--- src/sv/qnc_pkg.sv ---
// ----------------------------------------------------------------------------
// qnc_pkg - shared types and tables for the quadtree neighbor code block
// Query and result structs, search opcodes, direction codes and the
// per-quadrant lookup tables used by the digit sequencer.
// ----------------------------------------------------------------------------
package qnc_pkg;

	localparam int QNC_MAX_DEPTH   = 16;
	localparam int QNC_CODE_DIGITS = 16;
	localparam int QNC_DEPTH_LIM   =
		(QNC_MAX_DEPTH < QNC_CODE_DIGITS) ? QNC_MAX_DEPTH : QNC_CODE_DIGITS;

	typedef enum logic {
		QNC_OP_EDGE   = 1'b0,
		QNC_OP_CORNER = 1'b1
	} qnc_op_t;

	// edge directions
	typedef enum logic [1:0] {
		QNC_DIR_N = 2'd0,
		QNC_DIR_W = 2'd1,
		QNC_DIR_E = 2'd2,
		QNC_DIR_S = 2'd3
	} qnc_edge_dir_t;

	// corner directions
	typedef enum logic [1:0] {
		QNC_CDIR_NW = 2'd0,
		QNC_CDIR_NE = 2'd1,
		QNC_CDIR_SW = 2'd2,
		QNC_CDIR_SE = 2'd3
	} qnc_corner_dir_t;

	// quadrant digits: bit 1 south, bit 0 east
	typedef enum logic [1:0] {
		QNC_Q_NW = 2'd0,
		QNC_Q_NE = 2'd1,
		QNC_Q_SW = 2'd2,
		QNC_Q_SE = 2'd3
	} qnc_quad_t;

	// corner step outcome: hand off to edge search in a direction, climb, or stop
	typedef enum logic [2:0] {
		QNC_STEP_N    = 3'd0,
		QNC_STEP_W    = 3'd1,
		QNC_STEP_E    = 3'd2,
		QNC_STEP_S    = 3'd3,
		QNC_STEP_UP   = 3'd4,
		QNC_STEP_SAME = 3'd5
	} qnc_step_t;

	typedef enum logic {
		QNC_IDLE = 1'b0,
		QNC_RUN  = 1'b1
	} qnc_state_t;

	typedef struct packed {
		logic        op;
		logic [1:0]  direction;
		logic [4:0]  depth;
		logic [31:0] quad_code;
	} qnc_query_t;

	typedef struct packed {
		logic        found;
		logic [31:0] nbr_code;
		logic [4:0]  levels_changed;
	} qnc_result_t;

	// mirrored digit across an edge
	function automatic logic [1:0] mirror_edge(input logic [1:0] q, input qnc_edge_dir_t dir);
		logic [1:0] m;
		unique case (dir)
			QNC_DIR_N, QNC_DIR_S: m = q ^ 2'b10;
			default:              m = q ^ 2'b01;
		endcase
		return m;
	endfunction

	// neighbor lies outside the parent, keep climbing
	function automatic logic climb_edge(input logic [1:0] q, input qnc_edge_dir_t dir);
		logic c;
		unique case (dir)
			QNC_DIR_N: c = ~q[1];
			QNC_DIR_W: c = ~q[0];
			QNC_DIR_E: c = q[0];
			QNC_DIR_S: c = q[1];
			default:   c = 1'b0;
		endcase
		return c;
	endfunction

	function automatic qnc_step_t corner_step(input logic [1:0] q, input logic [1:0] dir);
		qnc_step_t s;
		unique case ({q, dir})
			{QNC_Q_NW, QNC_CDIR_NW}: s = QNC_STEP_UP;
			{QNC_Q_NW, QNC_CDIR_NE}: s = QNC_STEP_N;
			{QNC_Q_NW, QNC_CDIR_SW}: s = QNC_STEP_W;
			{QNC_Q_NW, QNC_CDIR_SE}: s = QNC_STEP_SAME;
			{QNC_Q_NE, QNC_CDIR_NW}: s = QNC_STEP_N;
			{QNC_Q_NE, QNC_CDIR_NE}: s = QNC_STEP_UP;
			{QNC_Q_NE, QNC_CDIR_SW}: s = QNC_STEP_SAME;
			{QNC_Q_NE, QNC_CDIR_SE}: s = QNC_STEP_E;
			{QNC_Q_SW, QNC_CDIR_NW}: s = QNC_STEP_W;
			{QNC_Q_SW, QNC_CDIR_NE}: s = QNC_STEP_SAME;
			{QNC_Q_SW, QNC_CDIR_SW}: s = QNC_STEP_UP;
			{QNC_Q_SW, QNC_CDIR_SE}: s = QNC_STEP_S;
			{QNC_Q_SE, QNC_CDIR_NW}: s = QNC_STEP_SAME;
			{QNC_Q_SE, QNC_CDIR_NE}: s = QNC_STEP_E;
			{QNC_Q_SE, QNC_CDIR_SW}: s = QNC_STEP_S;
			{QNC_Q_SE, QNC_CDIR_SE}: s = QNC_STEP_UP;
			default:                 s = QNC_STEP_UP;
		endcase
		return s;
	endfunction

endpackage

--- src/sv/quadtree_neighbor_code.sv ---
// ----------------------------------------------------------------------------
// quadtree_neighbor_code - equal-size neighbor of a quadtree location code
// Edge and corner neighbor search, one quadrant digit per clock.
// ----------------------------------------------------------------------------
// A query is transferred when start is high and busy is low. The block then
// walks the code from the finest digit toward the root, one digit per clock
// through a single digit-rewrite unit: busy stays high until the neighbor is
// known, after rewriting between 1 and depth digits, or until the search runs
// past the root. The result shows on result for exactly one cycle with done
// high, in the first cycle in which busy is low; the receiver cannot stall it.
// Since busy is already low then, the next query may be transferred right
// away. Depths above 16 are clamped, and code bits above the effective depth
// are ignored.
module quadtree_neighbor_code (
	input  logic                 clk,
	input  logic                 arst_n,
	input  logic                 start,
	input  qnc_pkg::qnc_query_t  query,
	output logic                 busy,
	output logic                 done,
	output qnc_pkg::qnc_result_t result
);

	qnc_pkg::qnc_state_t    state_q, state_nxt;
	qnc_pkg::qnc_op_t       mode_q;        // edge or corner search in progress
	logic [1:0]             dir_q;         // edge or corner direction
	logic [4:0]             idx_q;         // digits left to visit
	logic [4:0]             cnt_q;         // digits rewritten so far, inclusive
	logic [4:0]             depth_q;       // effective depth
	logic [31:0]            code_q;        // working code, finished digits rewritten
	logic                   done_q;
	qnc_pkg::qnc_result_t   result_q;

	// load-side decode
	logic [4:0]             depth_eff;
	logic [31:0]            load_mask;
	logic                   accept;

	// digit unit
	logic [3:0]             dig_idx;
	logic [1:0]             cur_q;
	logic [1:0]             new_digit;
	qnc_pkg::qnc_step_t     cstep;
	logic                   stop_found;    // neighbor settled
	logic                   stop_miss;     // ran past the root
	logic                   hand_off;      // corner turns into edge search
	logic [31:0]            code_nxt;

	assign accept = start && (state_q == qnc_pkg::QNC_IDLE);

	always_comb begin
		if (query.depth > 5'(qnc_pkg::QNC_DEPTH_LIM))
			depth_eff = 5'(qnc_pkg::QNC_DEPTH_LIM);
		else
			depth_eff = query.depth;
		for (int i = 0; i < qnc_pkg::QNC_CODE_DIGITS; i++) begin
			load_mask[2*i +: 2] = (5'(i) < depth_eff) ? 2'b11 : 2'b00;
		end
	end

	// one digit per cycle: read the finest unvisited digit and rewrite it
	always_comb begin
		dig_idx    = 4'(idx_q - 5'd1);
		cur_q      = code_q[{dig_idx, 1'b0} +: 2];
		cstep      = qnc_pkg::corner_step(cur_q, dir_q);
		new_digit  = cur_q;
		stop_found = 1'b0;
		stop_miss  = 1'b0;
		hand_off   = 1'b0;
		if (idx_q == 5'd0) begin
			stop_miss = 1'b1;
		end else if (mode_q == qnc_pkg::QNC_OP_EDGE) begin
			new_digit  = qnc_pkg::mirror_edge(cur_q, qnc_pkg::qnc_edge_dir_t'(dir_q));
			stop_found = ~qnc_pkg::climb_edge(cur_q, qnc_pkg::qnc_edge_dir_t'(dir_q));
		end else begin
			new_digit = cur_q ^ 2'b11;   // diagonal flip
			case (cstep)
				qnc_pkg::QNC_STEP_SAME: stop_found = 1'b1;
				qnc_pkg::QNC_STEP_UP:   hand_off = 1'b0;
				default:                hand_off = 1'b1;
			endcase
		end
		code_nxt = code_q;
		code_nxt[{dig_idx, 1'b0} +: 2] = new_digit;
	end

	// next state
	always_comb begin
		state_nxt = state_q;
		unique case (state_q)
			qnc_pkg::QNC_IDLE: begin
				if (start)
					state_nxt = qnc_pkg::QNC_RUN;
			end
			qnc_pkg::QNC_RUN: begin
				if (stop_found || stop_miss)
					state_nxt = qnc_pkg::QNC_IDLE;
			end
			default: state_nxt = qnc_pkg::QNC_IDLE;
		endcase
	end

	// outputs
	always_comb begin
		busy   = (state_q == qnc_pkg::QNC_RUN);
		done   = done_q;
		result = result_q;
	end

	always_ff @(posedge clk or negedge arst_n) begin
		if (!arst_n) begin
			state_q <= qnc_pkg::QNC_IDLE;
			done_q  <= 1'b0;
		end else begin
			state_q <= state_nxt;
			done_q  <= (state_q == qnc_pkg::QNC_RUN) && (stop_found || stop_miss);
		end
	end

	// datapath, no reset needed
	always_ff @(posedge clk) begin
		if (accept) begin
			mode_q  <= qnc_pkg::qnc_op_t'(query.op);
			dir_q   <= query.direction;
			idx_q   <= depth_eff;
			depth_q <= depth_eff;
			cnt_q   <= 5'd1;
			code_q  <= query.quad_code & load_mask;
		end else if (state_q == qnc_pkg::QNC_RUN) begin
			if (stop_found) begin
				result_q.found          <= 1'b1;
				result_q.nbr_code       <= code_nxt;
				result_q.levels_changed <= cnt_q;
			end else if (stop_miss) begin
				result_q.found          <= 1'b0;
				result_q.nbr_code       <= '0;
				result_q.levels_changed <= '0;
			end else begin
				code_q <= code_nxt;
				idx_q  <= idx_q - 5'd1;
				cnt_q  <= cnt_q + 5'd1;
				if (hand_off) begin
					mode_q <= qnc_pkg::QNC_OP_EDGE;
					dir_q  <= cstep[1:0];
				end
			end
		end
	end

`ifndef SYNTHESIS
	a_done_after_run: assert property (@(posedge clk) disable iff (!arst_n)
		done_q |-> $past(state_q == qnc_pkg::QNC_RUN))
		else $error("result strobe without a finished search");

	a_miss_is_zero: assert property (@(posedge clk) disable iff (!arst_n)
		(done_q && !result_q.found) |->
		(result_q.nbr_code == 32'd0 && result_q.levels_changed == 5'd0))
		else $error("missing neighbor carries nonzero fields");

	a_found_counts: assert property (@(posedge clk) disable iff (!arst_n)
		(done_q && result_q.found) |->
		(result_q.levels_changed != 5'd0 && result_q.levels_changed <= depth_q))
		else $error("found neighbor with bad level count");

	a_accept_busy: assert property (@(posedge clk) disable iff (!arst_n)
		(start && !busy) |=> busy)
		else $error("transfer did not start a search");

	a_idx_range: assert property (@(posedge clk) disable iff (!arst_n)
		(state_q == qnc_pkg::QNC_RUN) |-> (idx_q <= depth_q))
		else $error("digit index beyond depth");
`endif

endmodule
--- config.mk ---
export PLATFORM = sky130hd
export DESIGN_NAME = quadtree_neighbor_code
export DESIGN_NICKNAME = d
export VERILOG_FILES = /design/src/sv/qnc_pkg.sv /design/src/sv/quadtree_neighbor_code.sv
export SDC_FILE = /design/constraint.sdc
export NUM_CORES = 1
export LEC_CHECK = 0
export BUFFER_PORTS_ARGS = -buffer_cell sky130_fd_sc_hd__buf_2
export CORE_MARGIN = 3
export CORE_UTILIZATION = 50
export CTS_CLUSTER_DIAMETER = 150
export CTS_CLUSTER_SIZE = 16
export DETAILED_ROUTE_END_ITERATION = 7
export GPL_ROUTABILITY_DRIVEN = 1
export MAX_ROUTING_LAYER = met4
export PLACE_DENSITY = 0.69
export SKIP_LAST_GASP = 1
export SYNTH_ARGS = -nofsm -noshare
export SYNTH_HDL_FRONTEND = slang
export SYNTH_SLANG_ARGS = --single-unit
export TNS_END_PERCENT = 20
--- constraint.sdc ---
create_clock -name clk -period 15.1 [get_ports clk]
set_input_delay 1.51 -clock clk [delete_from_list [all_inputs] [get_ports clk]]
set_output_delay 1.51 -clock clk [all_outputs]
set_load 0.02 [all_outputs]
==> results.yml <==
yosys:
  synth_top_area_share_pct: 48.8
  yosys.area.top_type: "edfxtp_1"
  synth_fp_nets: 486
  syn_area_per_cell_um2: 11.1
  seq_area_frac_synth_pct: 51.9
  synthCells: 432
  synth_area_um2: 4800
  synth_common_cells: "edfxtp_1 (78), nand2_1 (54), a21oi_1 (46)"
  ys_warn_count: 0
  yosysMostFrequentCell: "edfxtp_1"
  netlist_top_cells_area: "edfxtp_1 (49%), mux2i_1 (5.6%), a21oi_1 (4.8%)"
  async_reset_ff_share_pct: 2.35
  ys_types: 56
  ys_ff_latch: 85
  synth-edff-count: 78
  ys.flop_type: "edfxtp_1"
critical_path:
  cp_cell_sequence: "inv_1 -> ha_1 -> xor2_2 -> mux4_1 -> a22oi_1 -> nand2_2 -> xor2_2 -> mux2i_4 -> a211oi_4 -> or2_2"
  crit_path_start_kind: "register"
  required_ps: 15100
  reg2regPathDepth: 10
  worstPathMaxFanout: 37
  r2r-end: "idx_q[0]"
  r2r_slack_ps: 9710
  cp-end-kind: "register"
  slowest_stage: "or2_2"
  crit_type: "register to register"
  critPathArrivalTime_ps: 5390
  r2r-start: "idx_q[0]"
  max_stage_delay_ps: 810
  cpMostUsedCell: "xor2_2"
timing:
  fmax_mhz: 185
  setup_viol: 0
  min_period_ps: 5390
  setup_slack_ps: 9710
  fin_skew_ps: 16.0
  min_period_over_period_pct: 35.7
  rsz0062_at_grt: "no"
  slew_headroom_pct: 20.7
  maxSlewViolCount: 0
  hold_viol: 0
  worst_slew_pin_slew_ps: 1190
  finalSetupTns_ps: 0
detailed_routing:
  drt_iter0_drc: 294
  vias: 3707
  first_pass_iters: 5
  vias_per_cell: 5.80
  wirelength_mm: 12.7
  drc: 0
  routedWlPerCell_um: 19.9
  antenna_violating_nets_post_route: 0
placed_design:
  pre_cts_ws_ps: 9750
  port_buffers: 82
  routabilityCongestion: 0.896
  hpwl_mm: 9.20
hold_path:
  hold_start: "cnt_q[4]"
  hold_class: "register to register"
  hold_depth: 1
  hold-path-endpoint: "cnt_q[4]"
clock_network:
  clk_path_buf_depth: 2
  root_buffer: "clkbuf_8"
  post-cts-setup-buffer-count: 0
  cts_tree: "yes"
  clk_latency_ps: 380
  cts.hold.buffers_added: 0
  htree_levels: 3
  cts_resized: 0
  numCtsBuffers: 9
  clk_pin_slew_ps: 100
  cts_sinks: 85
floorplan:
  std_cell_rows: 35
  die_area_um2: 10800
  start_util_pct: 51.7
  ios: 83
  die_x_um: 104
  die_h_um: 104
  core_um2: 9280
outcome:
  status: "finished, final reports clean"
global_routing:
  grt_pass1_wl_mm: 20.2
  antenna_found_initial: 0
  overflow: 0
  grt_use_total_pct: 24.6
  grt_max_degree: 45
  grt_pass1_vias: 3844
layout:
  nNetsFinal: 559
  area_growth_pct: 14.8
  antenna_cells: 0
  drive_gt1_share_pct: 29.0
run:
  maxCapViolCount: 0
[worst max-delay path by stage]
stage,start,endpoint
2_1_floorplan,idx_q[0],result[0]
3_3_place_gp,idx_q[0],idx_q[2]
3_5_place_dp,idx_q[0],code_q[17]
4_1_cts,idx_q[0],idx_q[0]
5_1_grt,idx_q[0],idx_q[0]
6_report,idx_q[0],idx_q[0]
[final cells by class]
cell class                 instances  area [um2]
fill                             798        3770
tap                              129         161
clock inverter                     7         105
sequential                        85        2490
inverter                          12        45.0
timing repair buffer              86         440
multi-input combinational        311        2150
clock buffer                       9         124
[worst max-delay path: cells and delay by family, from the launching register on]
family                     cells  cell delay, ps
muxes                          2             860
buffers and inverters          1             260
AOI/OAI and AO/OA              2             850
DFF                            1             760
xor gates and xnor gates       2             920
adders and majority gates      1             330
and+or+nand+nor                2            1010
[layer usage]
metal | track usage (%) | wire length (um) | vias to the layer above
met1 | 29.7 | 5140 | 1788
met3 | 5.34 | 855 | 30
met2 | 40.5 | 6400 | 162
met4 | 9.40 | 346 | 0
met5 | - | 0 | -
li1 | - | - | 1727
[stage by stage]
step | instances | hold slack (ps) | utilization (%) | area, um2
CTS | 639 | 509 | 59.4 | 5510
finish | 639 | 500 | 59.4 | 5510
global route | 639 | 528 | 59.4 | 5510
detailed placement | 623 | 490 | 56.9 | 5290
global placement | 623 | 449 | 56.9 | 5290
floorplan | 432 | 433 | - | 4800
[sequential cells by signal (all words and copies together) (netlist names)]
register  flops
done          1
dir_q         2
mode_q        1
idx_q         5
code_q       32
busy          1
result       38
cnt_q         5
[cell families (layout without fill, tap and decap cells)]
family,after synthesis,after routing,share of synthesized area [%]
muxes,38,38,10.6
adders and majority gates,11,11,2.87
xor gates and xnor gates,6,6,1.41
buffers and inverters,36,114,3.70
and+or+nand+nor,158,158,16.8
AOI/OAI and AO/OA,98,98,12.7
DFF,85,85,51.9
[placed cells by master, fill, tap and decap left out, drive strengths merged, types with 3 or more instances in the layout]
| cell type | synthesis | routed |
|---|---|---|
| a21oi | 47 | 47 |
| a31oi | 5 | 5 |
| buf | 7 | 86 |
| clkbuf | 17 | 9 |
| dfxtp | 5 | 5 |
| edfxtp | 78 | 78 |
| ha | 11 | 11 |
| inv | 12 | 15 |
| mux2i | 28 | 28 |
| mux4 | 8 | 8 |
| nand2 | 56 | 56 |
| nand2b | 5 | 5 |
| nand3 | 8 | 8 |
| nand4 | 3 | 3 |
| nor2 | 48 | 48 |
| nor2b | 6 | 6 |
| nor3 | 16 | 16 |
| o21ai | 18 | 18 |
| o22ai | 12 | 12 |
| or2 | 7 | 7 |
| xor2 | 4 | 4 |
Power is not shown: default switching activity piles up to over one toggle a cycle in this logic, so the estimate is an artifact.
